**src/sxfb_pkg.sv**
```systemverilog
// sxfb_pkg: shared constants and types for the sprite xor framebuffer
// screen geometry, request mode codes and sequencer states; no dependencies
`timescale 1ns / 1ps

package sxfb_pkg;

  localparam int unsigned SCREEN_WIDTH  = 64;
  localparam int unsigned SCREEN_HEIGHT = 32;

  // row address and column index widths
  localparam int unsigned ROW_W = $clog2(SCREEN_HEIGHT);
  localparam int unsigned COL_W = $clog2(SCREEN_WIDTH);

  localparam int unsigned SPRITE_W = 8;
  localparam int unsigned OFFSET_W = 4;
  localparam int unsigned MODE_W   = 2;

  typedef logic [SCREEN_WIDTH-1:0] row_word_t;
  typedef logic [ROW_W-1:0]        row_addr_t;

  typedef enum logic [MODE_W-1:0] {
    MODE_CLEAR  = 2'd0,
    MODE_DRAW   = 2'd1,
    MODE_READ   = 2'd2,
    MODE_UNUSED = 2'd3
  } mode_e;

  typedef enum logic [1:0] {
    ST_IDLE,
    ST_CLEAR,
    ST_MODIFY,
    ST_EMIT
  } state_e;

endpackage

```
**src/sprite_xor_framebuffer.sv**
```systemverilog
// sprite_xor_framebuffer: 64x32 one-bit framebuffer with xor sprite rows
// depends on sxfb_pkg; holds the row memory and its sequencer
`timescale 1ns / 1ps

// Usage
//   Input channel (in_valid_i / in_ready_o) carries one request per beat:
//   mode 0 clears the screen, mode 1 xors one 8-pixel sprite row at
//   (sprite_x mod 64, sprite_y mod 32 + row_offset), mode 2 reads one row.
//   Mode 3 is dropped. Output channel (out_valid_o / out_ready_i) carries
//   the collision flag after a draw beat marked last_row, or a 64-bit row
//   for a read (bit 63 leftmost); the other field is zero.
//   Steps per request, set by the single read/write port of the row memory
//   and the sequencer that walks it: a draw row reads, then xors and writes
//   back, plus an emit step when a result is produced; a read reads, then
//   emits; clear writes one row per cycle over all rows; mode 3 takes no
//   step; a row below the bottom edge skips the memory (emit if last_row).
//   The input is not ready while a request is in progress. A result sits in
//   the output register until taken; a finished item waits in its last step
//   while the receiver stalls, and the next request is accepted at the edge
//   after the one that frees that register. Reset clears all rows (per-row
//   valid bits) and the collision flag at once, with no sweep.

module sprite_xor_framebuffer (
  input  logic                                 clk_i,
  input  logic                                 rst_ni,
  input  logic                                 in_valid_i,
  output logic                                 in_ready_o,
  input  logic [sxfb_pkg::MODE_W-1:0]          mode_i,
  input  logic [7:0]                           sprite_x_i,
  input  logic [7:0]                           sprite_y_i,
  input  logic [sxfb_pkg::OFFSET_W-1:0]        row_offset_i,
  input  logic [sxfb_pkg::SPRITE_W-1:0]        sprite_byte_i,
  input  logic                                 last_row_i,
  output logic                                 out_valid_o,
  input  logic                                 out_ready_i,
  output logic                                 collision_o,
  output logic [sxfb_pkg::SCREEN_WIDTH-1:0]    row_pixels_o
);

  localparam int unsigned SumW = sxfb_pkg::ROW_W + 1;

  sxfb_pkg::state_e    state_q, state_d;
  logic                coll_q, coll_d;
  logic                out_valid_q, out_valid_d;
  logic                out_coll_q, out_coll_d;
  sxfb_pkg::row_word_t out_pix_q, out_pix_d;
  logic                res_coll_q, res_coll_d;
  sxfb_pkg::row_word_t res_pix_q, res_pix_d;
  sxfb_pkg::row_addr_t clr_cnt_q, clr_cnt_d;
  logic [sxfb_pkg::SCREEN_HEIGHT-1:0] row_vld_q;

  // latched request fields
  logic                              is_read_q;
  sxfb_pkg::row_addr_t               addr_q;
  logic [sxfb_pkg::COL_W-1:0]        col_q;
  logic [sxfb_pkg::SPRITE_W-1:0]     byte_q;
  logic                              last_q;

  // row memory, one port
  sxfb_pkg::row_word_t mem_q [sxfb_pkg::SCREEN_HEIGHT];
  sxfb_pkg::row_word_t rd_q;
  logic                rd_en, wr_en;
  sxfb_pkg::row_addr_t rd_addr, wr_addr;
  sxfb_pkg::row_word_t wr_data;

  logic                load_in;
  logic [SumW-1:0]     row_sum;
  sxfb_pkg::row_addr_t in_row;
  sxfb_pkg::row_word_t cur_row, pattern;
  logic                hit, out_free;

  assign row_sum = {1'b0, sprite_y_i[sxfb_pkg::ROW_W-1:0]} + SumW'(row_offset_i);
  assign in_row  = (mode_i == sxfb_pkg::MODE_READ) ?
                   sprite_y_i[sxfb_pkg::ROW_W-1:0] : row_sum[sxfb_pkg::ROW_W-1:0];

  // rows never written since reset read as zero
  assign cur_row  = row_vld_q[addr_q] ? rd_q : '0;
  assign pattern  = {byte_q, {(sxfb_pkg::SCREEN_WIDTH-sxfb_pkg::SPRITE_W){1'b0}}} >> col_q;
  assign hit      = |(cur_row & pattern);
  assign out_free = !out_valid_q || out_ready_i;

  always_comb begin
    state_d     = state_q;
    coll_d      = coll_q;
    res_coll_d  = res_coll_q;
    res_pix_d   = res_pix_q;
    clr_cnt_d   = clr_cnt_q;
    out_valid_d = out_valid_q;
    out_coll_d  = out_coll_q;
    out_pix_d   = out_pix_q;
    in_ready_o  = 1'b0;
    load_in     = 1'b0;
    rd_en       = 1'b0;
    rd_addr     = in_row;
    wr_en       = 1'b0;
    wr_addr     = addr_q;
    wr_data     = cur_row ^ pattern;

    if (out_valid_q && out_ready_i) begin
      out_valid_d = 1'b0;
    end

    case (state_q)
      sxfb_pkg::ST_IDLE: begin
        in_ready_o = 1'b1;
        if (in_valid_i) begin
          case (mode_i)
            sxfb_pkg::MODE_CLEAR: begin
              clr_cnt_d = '0;
              state_d   = sxfb_pkg::ST_CLEAR;
            end
            sxfb_pkg::MODE_DRAW: begin
              load_in = 1'b1;
              if (row_sum >= SumW'(sxfb_pkg::SCREEN_HEIGHT)) begin
                // clipped row: only the last-row report remains
                if (last_row_i) begin
                  res_coll_d = coll_q;
                  res_pix_d  = '0;
                  coll_d     = 1'b0;
                  state_d    = sxfb_pkg::ST_EMIT;
                end
              end else begin
                rd_en   = 1'b1;
                state_d = sxfb_pkg::ST_MODIFY;
              end
            end
            sxfb_pkg::MODE_READ: begin
              load_in = 1'b1;
              rd_en   = 1'b1;
              state_d = sxfb_pkg::ST_MODIFY;
            end
            default: begin
            end
          endcase
        end
      end
      sxfb_pkg::ST_MODIFY: begin
        if (is_read_q) begin
          res_coll_d = 1'b0;
          res_pix_d  = cur_row;
          state_d    = sxfb_pkg::ST_EMIT;
        end else begin
          wr_en = 1'b1;
          if (last_q) begin
            res_coll_d = coll_q | hit;
            res_pix_d  = '0;
            coll_d     = 1'b0;
            state_d    = sxfb_pkg::ST_EMIT;
          end else begin
            coll_d  = coll_q | hit;
            state_d = sxfb_pkg::ST_IDLE;
          end
        end
      end
      sxfb_pkg::ST_CLEAR: begin
        wr_en     = 1'b1;
        wr_addr   = clr_cnt_q;
        wr_data   = '0;
        clr_cnt_d = clr_cnt_q + 1'b1;
        if (clr_cnt_q == sxfb_pkg::ROW_W'(sxfb_pkg::SCREEN_HEIGHT - 1)) begin
          state_d = sxfb_pkg::ST_IDLE;
        end
      end
      sxfb_pkg::ST_EMIT: begin
        if (out_free) begin
          out_valid_d = 1'b1;
          out_coll_d  = res_coll_q;
          out_pix_d   = res_pix_q;
          state_d     = sxfb_pkg::ST_IDLE;
        end
      end
      default: begin
        state_d = sxfb_pkg::ST_IDLE;
      end
    endcase
  end

  always_ff @(posedge clk_i or negedge rst_ni) begin
    if (!rst_ni) begin
      state_q     <= sxfb_pkg::ST_IDLE;
      coll_q      <= 1'b0;
      out_valid_q <= 1'b0;
      clr_cnt_q   <= '0;
      row_vld_q   <= '0;
    end else begin
      state_q     <= state_d;
      coll_q      <= coll_d;
      out_valid_q <= out_valid_d;
      clr_cnt_q   <= clr_cnt_d;
      if (wr_en) begin
        row_vld_q[wr_addr] <= 1'b1;
      end
    end
  end

  always_ff @(posedge clk_i) begin
    out_coll_q <= out_coll_d;
    out_pix_q  <= out_pix_d;
    res_coll_q <= res_coll_d;
    res_pix_q  <= res_pix_d;
    if (load_in) begin
      is_read_q <= (mode_i == sxfb_pkg::MODE_READ);
      addr_q    <= in_row;
      col_q     <= sprite_x_i[sxfb_pkg::COL_W-1:0];
      byte_q    <= sprite_byte_i;
      last_q    <= last_row_i;
    end
  end

  always_ff @(posedge clk_i) begin
    if (wr_en) begin
      mem_q[wr_addr] <= wr_data;
    end
    if (rd_en) begin
      rd_q <= mem_q[rd_addr];
    end
  end

  assign out_valid_o  = out_valid_q;
  assign collision_o  = out_coll_q;
  assign row_pixels_o = out_pix_q;

  // unused mode code is dropped without stalling the input
  a_mode3_drop: assert property (@(posedge clk_i) disable iff (!rst_ni)
    (in_valid_i && in_ready_o && mode_i == sxfb_pkg::MODE_UNUSED) |=> in_ready_o)
    else $error("unused mode stalled the input");

  // a clear request blocks the input while the sweep runs
  a_clear_busy: assert property (@(posedge clk_i) disable iff (!rst_ni)
    (in_valid_i && in_ready_o && mode_i == sxfb_pkg::MODE_CLEAR) |=> ##1 !in_ready_o)
    else $error("input accepted during clear sweep");

  // sticky flag is dropped once the last row is reported
  a_coll_clear: assert property (@(posedge clk_i) disable iff (!rst_ni)
    (state_q == sxfb_pkg::ST_MODIFY && !is_read_q && last_q) |=> !coll_q)
    else $error("collision flag kept after last row");

  // a new result only comes out of the emit step
  a_emit_src: assert property (@(posedge clk_i) disable iff (!rst_ni)
    $rose(out_valid_o) |-> $past(state_q == sxfb_pkg::ST_EMIT))
    else $error("result beat from wrong step");

  // memory is written only by a draw or a clear
  a_write_src: assert property (@(posedge clk_i) disable iff (!rst_ni)
    wr_en |-> (state_q == sxfb_pkg::ST_CLEAR ||
               (state_q == sxfb_pkg::ST_MODIFY && !is_read_q)))
    else $error("row memory written outside draw or clear");

endmodule

```
**config.mk**
```make
export PLATFORM = sky130hd
export DESIGN_NAME = sprite_xor_framebuffer
export DESIGN_NICKNAME = d
export VERILOG_FILES = /design/src/sxfb_pkg.sv /design/src/sprite_xor_framebuffer.sv
export SDC_FILE = /design/constraint.sdc
export NUM_CORES = 2
export LEC_CHECK = 0
export ABC_CLOCK_PERIOD_IN_PS = 7300
export BUFFER_PORTS_ARGS = -buffer_cell sky130_fd_sc_hd__buf_4
export CAP_MARGIN = 20
export CORE_MARGIN = 2
export CORE_UTILIZATION = 40
export CTS_BUF_LIST = sky130_fd_sc_hd__clkbuf_16
export DETAILED_ROUTE_END_ITERATION = 12
export MAX_ROUTING_LAYER = met4
export PLACE_DENSITY = 0.58
export SYNTH_ARGS = -nofsm -noshare
export SYNTH_HDL_FRONTEND = slang
export SYNTH_SLANG_ARGS = --single-unit
```
**constraint.sdc**
```tcl
create_clock -name clk_i -period 7.3 [get_ports clk_i]
set_clock_uncertainty 0.15 [all_clocks]
set_input_delay 0 -clock clk_i [delete_from_list [all_inputs] [get_ports clk_i]]
set_output_delay 0 -clock clk_i [all_outputs]
set_load 0.02 [all_outputs]
```
======== Yosys cells after proc, flatten, opt, wreduce, memory -nomap -nowiden ========
Memories as Yosys holds them, arrays and structs flattened. A register that Yosys moved wholly into a read port is not among the register bits.
Cells that the tools add are included.
cells by class
  add/subtract/negate cells ............... 2
  multiply operators ...................... 0
  div/mod/pow operators ................... 0
  magnitude comparators ................... 4
  equality and inequality tests ........... 17
  shifts and indexed selects .............. 1
  muxes and demuxes ....................... 56
  bitwise gates (word level) .............. 4
  reduce and logical (&&, ||, !) cells .... 15
operator list
  cell                                                                  number
  64-bit 2-to-1 mux                                                     8
  64-bit one-hot mux with 2 select lines                                1
  64-bit AND                                                            1
  64-bit OR reduction                                                   1
  64-bit by 6-bit >> shifter with 64-bit output                         1
  64-bit bitwise XOR                                                    1
  32-bit OR                                                             1
  1-bit 2-to-1 mux                                                      27
  5-bit 2-to-1 mux                                                      4
  2-bit 2-to-1 mux                                                      7
  5-bit by 6-bit < comparator with 1-bit output, second input constant  2
  2-bit != test, second input constant                                  6
  6-bit AND reduction                                                   2
  5-bit one-hot mux with 2 select lines                                 1
  1-bit one-hot mux with 2 select lines                                 4
  2-bit one-hot mux with 4 select lines                                 1
  5-bit by 4-bit adder with 6-bit output                                1
  2-bit equality test, second input constant                            3
  6-bit greater-or-equal comparator, second input constant              1
  2-bit one-hot mux with 3 select lines                                 1
  5-bit by 1-bit adder with 5-bit output, second input constant         1
  1-bit binary-select mux with 5-bit select                             1
  1-bit demux with 5-bit select                                         1
  5-bit equality test, second input constant                            1
  other kinds (16)                                                      21
word-level totals
  register bits ........................... 192
  bits in latches ......................... 0
  memory bits (writable) .................. 2048
  memory bits (read-only) ................. 0
  output and inout port bits .............. 67
  word-level logic and storage cells ...... 114
  memories ................................ 1
memories
  memory  depth  width  read ports  clocked after Yosys merged registers in  write ports  line                          RTL
  mem_q   32     64     1           1                                        1            sprite_xor_framebuffer.sv:60  sxfb_pkg::row_word_t mem_q [sxfb_pkg::SCREEN_HEIGHT];

======== Longest topological paths before layout ========
  depth after elaboration ................. 9
  depth in mapped cells ................... 15

======== Worst setup path after synthesis ========
Ideal clock, no wire load.
  kind .................................... reg2reg
  start point ............................. register state_q[0]
  end point ............................... register rd_q[0] (read register of mem_q), enable pin
  library setup time ...................... 494 ps
  arrival ................................. 4705 ps
  data required time ...................... 6656 ps
  slack ................................... 1951 ps
  stages on the path, launching flop included .. 6
  buffers on the path ..................... 1
  clock period less this slack ............ 5349 ps
  path through ............................ dfrtp_1 -> inv_1 -> ha_1 -> clkbuf_1 -> and3_1 -> nor2b_1
between the ends
  word-level cells in the longest chain between the ends .. 2
ends and longest elaborated chain
  item                    line                           RTL
  from (decl)             sprite_xor_framebuffer.sv:42   sxfb_pkg::state_e state_q, state_d;
  from (signal assigned)  sprite_xor_framebuffer.sv:180  state_q <= sxfb_pkg::ST_IDLE;
  from (signal assigned)  sprite_xor_framebuffer.sv:186  state_q <= state_d;
  2-bit zero test         sprite_xor_framebuffer.sv:103  case (state_q)
  1-bit 2-to-1 mux        sprite_xor_framebuffer.sv:103
  via rd_en               sprite_xor_framebuffer.sv:62   logic rd_en, wr_en;
  to (decl)               sprite_xor_framebuffer.sv:61   sxfb_pkg::row_word_t rd_q;
The timed path passes the listed nets, and every way through them passes these cells.
A chain may end at the register's enable or synchronous reset.

======== Worst setup path after layout ========
  start point ............................. register addr_q[0]
  end point ............................... register res_coll_q (data pin)
between the ends
  word-level cells in the longest chain between the ends .. 9
ends and longest elaborated chain
  item                                       line                           RTL
  from (decl)                                sprite_xor_framebuffer.sv:54   sxfb_pkg::row_addr_t addr_q;
  from (signal assigned)                     sprite_xor_framebuffer.sv:203  addr_q <= in_row;
  1-bit binary-select mux with 5-bit select  sprite_xor_framebuffer.sv:77   assign cur_row = row_vld_q[addr_q] ? rd_q : '0;
  1-bit 2-to-1 mux (not written as such)     sprite_xor_framebuffer.sv:77
  64-bit 2-to-1 mux                          sprite_xor_framebuffer.sv:77
  via cur_row[19]                            sprite_xor_framebuffer.sv:69   sxfb_pkg::row_word_t cur_row, pattern;
  64-bit AND                                 sprite_xor_framebuffer.sv:79   assign hit = |(cur_row & pattern);
  64-bit OR reduction                        sprite_xor_framebuffer.sv:79
  1-bit OR                                   sprite_xor_framebuffer.sv:145  res_coll_d = coll_q | hit;
  1-bit 2-to-1 mux                           sprite_xor_framebuffer.sv:144  if (last_q) begin
  1-bit 2-to-1 mux                           sprite_xor_framebuffer.sv:138  if (is_read_q) begin
  1-bit one-hot mux with 2 select lines      sprite_xor_framebuffer.sv:103
  via res_coll_d                             sprite_xor_framebuffer.sv:47   logic res_coll_q, res_coll_d;
  to (signal assigned)                       sprite_xor_framebuffer.sv:199  res_coll_q <= res_coll_d;
  to (decl)                                  sprite_xor_framebuffer.sv:47
The timed path passes the listed nets, and every way through them passes these cells. The select of a mux whose other input is x is not followed.

==> run_results.csv <==
group,metric,value,unit
status,status,"finished clean",
floorplan,die-area,0.2447,mm^2
layout,utilization,45.70,%
global_routing,grt-ovfl-total,0,
clocking,clk_pin_slew,0.07,ns
drt,drt_iter0_drc,9062,
flow_run,maxCapViolCount,0,
global_routing,grt_pass1_wl,452600,um
power_and_ir_drop,combPwrFrac,19.8,%
sta,fmax,0.1907,GHz
power_and_ir_drop,power_frac_seq,47.2,%
setup_path,critical_path_required,7.78,ns
power_and_ir_drop,ir_drop,0.0002812,V
place,place_area,0.1010,mm^2
power_and_ir_drop,switchingPower,10.40,mW
floorplan,core,0.2399,mm^2
floorplan,rows,180,
drt,route.detailed.drc,0,
clocking,cts_tree,"yes",
power_and_ir_drop,pwr_density_cell,322.9,mW/mm^2
yosys,syn_area_per_cell,13.61,um^2
sta,final.period_utilization,71.82,%
yosys,ys_ff_latch,2304,
layout,fin_area,0.1096,mm^2
sta,hold_violations,0,
yosys,synthTopCellsByArea,"edfxtp_1 (71%), a21oi_1 (4.4%), nand2_1 (4.1%)",
drt,routed_wl,322000,um
floorplan,die_w,494.6,um
yosys,synth-async-reset-ratio,1.780,%
place,pre_cts_slack,2.153,ns
global_routing,grt_usage,26.56,%
sta,rsz0062_at_grt,"no",
layout,fin_nets,7246,
yosys,synth_top_area_share,70.58,%
power_and_ir_drop,p_sw_share,29.38,%
sta,hold_slack,0.1494,ns
setup_path,cp-end-kind,"flip-flop",
clocking,clk_path_buf_depth,3,
clocking,numCtsBuffers,224,
drt,wl_per_cell,30.54,um
sta,worst_pin_slew,1.112,ns
drt,vias,64820,
floorplan,ios,102,
yosys,yosysWarningCount,0,
clocking,ctsResizeCount,0,
setup_path,r2r.worst_path.cells,12,
yosys,synthMostInstantiatedCell,"edfxtp_1",
layout,final_cells,10550,
yosys,ys_types,79,
place,place.detailed.hpwl,158000,um
yosys,synth_edf_count,2263,
global_routing,grt_pass1_vias,61270,
sta,worst_slack,2.057,ns
min_path,hold_path.class,"in -> reg",
layout,layout-drive-gt1-share,12.65,%
yosys,syn-num-nets,7190,
yosys,ys.flop_type,"edfxtp_1",
power_and_ir_drop,total_power,35.39,mW
min_path,min_path_cells,7,
floorplan,fp.dieH,494.6,um
sta,slew_headroom,25.55,%
setup_path,start_kind,"flip-flop",
drt,routed_via_density,6.147,
place,finalWeightedCongestion,0.9020,
yosys,synthCells,7077,
power_and_ir_drop,pwr-share-clk,33.0,%
yosys,synth_commonest_cells,"edfxtp_1 (2,263), nand2_1 (1,060), a21oi_1 (844)",
setup_path,worst-setup-path-type,"reg -> reg",
place,io_buffers,96,
setup_path,crit_fanout,31,
power_and_ir_drop,intPower,25.00,mW
floorplan,start_util,40.14,%
place,dp_cells,10000,
global_routing,grt_max_degree,140,
power_and_ir_drop,p_leak,37.10,nW
layout,syn2layout_area_growth,13.84,%
clocking,root_buffer,"clkbuf_16",
yosys,yosysTopAreaCell,"edfxtp_1",
clocking,cts-htree-levels,4,
sta,finalSetupViolations,0,
yosys,syn_area,0.09629,mm^2
sta,fin_setup_tns,0,ns
sta,period_minus_slack,5.243,ns
clocking,clock_sinks,2304,
drt,drt_first_pass_iters,7,
clocking,cts_setup_buffers,0,
sta,slew_viol_final,0,
global_routing,antenna_found_initial,43,
setup_path,arrival,5.73,ns
yosys,yosysSeqAreaShare,71.64,%
clocking,clk_latency,0.90,ns
drt,detail-route-antenna-nets,0,
==> final timing paths <==
kind / startpoint / end / slack, ns
max: addr_q[0] / res_coll_q / 2.06
min: sprite_y_i[2] / rd_q[53] / 0.15
max reg2reg: addr_q[0] / res_coll_q / 2.06
min reg2reg: res_pix_q[58] / row_pixels_o[58] / 0.26
max in group asynchronous: rst_ni / row_vld_q[17] / 6.24
min in group asynchronous: rst_ni / coll_q / 0.54
==> cells in the final DEF (no fill, tap or decap), drive strengths merged, types with 12 or more instances in the layout <==
cell and n:
a211oi 40, a21oi 844, a221o 28, a221oi 159, a22oi 42, a311oi 45, a31oi 34, a32oi 12
and2 71, and3 50, buf 283, bufinv 26, clkbuf 227, clkinv 98, dfrtp 41, diode 40
dlygate4sd3 46, edfxtp 2263, ha 77, inv 92, mux2i 64, mux4 89, nand2 1061, nand2b 18
nand3 248, nand4 16, nor2 346, nor2b 230, nor3 72, nor4 18, o211ai 55, o21ai 204
o21bai 42, o221ai 13, o22ai 116, o31ai 28, or2 121
==> flip-flops by register name (all words and copies together), names as in the netlist, 2 cells and up <==
| name | flops |
|---|---|
| mem_q | 2048 |
| rd_q | 64 |
| res_pix_q | 64 |
| row_pixels_o | 64 |
| row_vld_q | 32 |
| byte_q | 8 |
| col_q | 6 |
| addr_q | 5 |
| clr_cnt_q | 5 |
| state_q | 2 |
==> power groups by stage <==
stage / clock network (mW) / registers, mW / logic (mW)
2_1_floorplan: 0 / 17.0 / 3.69
3_3_place_gp: 0 / 17.0 / 6.40
3_5_place_dp: 0 / 17.0 / 6.57
4_1_cts: 11.8 / 16.7 / 6.63
5_1_grt: 12.3 / 16.8 / 7.41
6_report: 11.7 / 16.7 / 7.01
==> area by class of cell <==
| type | instances | area, um^2 |
|---|---|---|
| Timing Repair Buffer | 330 | 3664 |
| Multi-Input combinational cell | 4237 | 25300 |
| Clock buffer | 226 | 5655 |
| Fill cell | 20790 | 130200 |
| Clock inverter | 188 | 1729 |
| Tap cell | 3185 | 3985 |
| Inverter | 36 | 196.4 |
| Sequential cell | 2304 | 68980 |
| Antenna cell | 40 | 100.1 |
==> cells by family (layout without fill, tap and decap cells) <==
logic type / count (synthesis) / after routing / share of synthesized area (%)
flip-flops: 2304 / 2304 / 71.64
other: 0 / 40 / 0
XOR/XNOR: 3 / 3 / 0.04679
AO/OA/AOI/OAI: 1729 / 1729 / 11.12
buffers and inverters: 536 / 780 / 2.640
AND/OR/NAND/NOR: 2269 / 2269 / 10.71
multiplexers: 158 / 158 / 2.822
adder cells (fa/ha/maj): 78 / 78 / 1.021
==> timing repair <==
action,CTS,global route
setup endpoints to repair,0,0
hold endpoints to repair,168,0
hold buffers,47,0
==> routing by layer <==
| layer | global-route usage [%] | routed length (um) | vias to the layer above |
|---|---|---|---|
| met5 | - | 0 | - |
| met4 | 9.742 | 11670 | 0 |
| met3 | 5.454 | 36500 | 707 |
| met2 | 39.64 | 145800 | 4031 |
| met1 | 35.94 | 128000 | 33070 |
| li1 | - | - | 27010 |
==> critical path, stage by stage, from the launching register on <==
cell,delay [ns]
edfxtp_1,0.74
mux4_2,0.60
mux4_2,0.53
mux2i_4,0.38
buf_12,0.25
nor2b_1,0.07
ha_1,0.20
nor4_1,0.72
nand4_1,0.17
nor4_1,0.43
nand4_1,0.40
nand3b_1,0.21
o21ai_0,0.10
(Power assumes the default switching activity.)
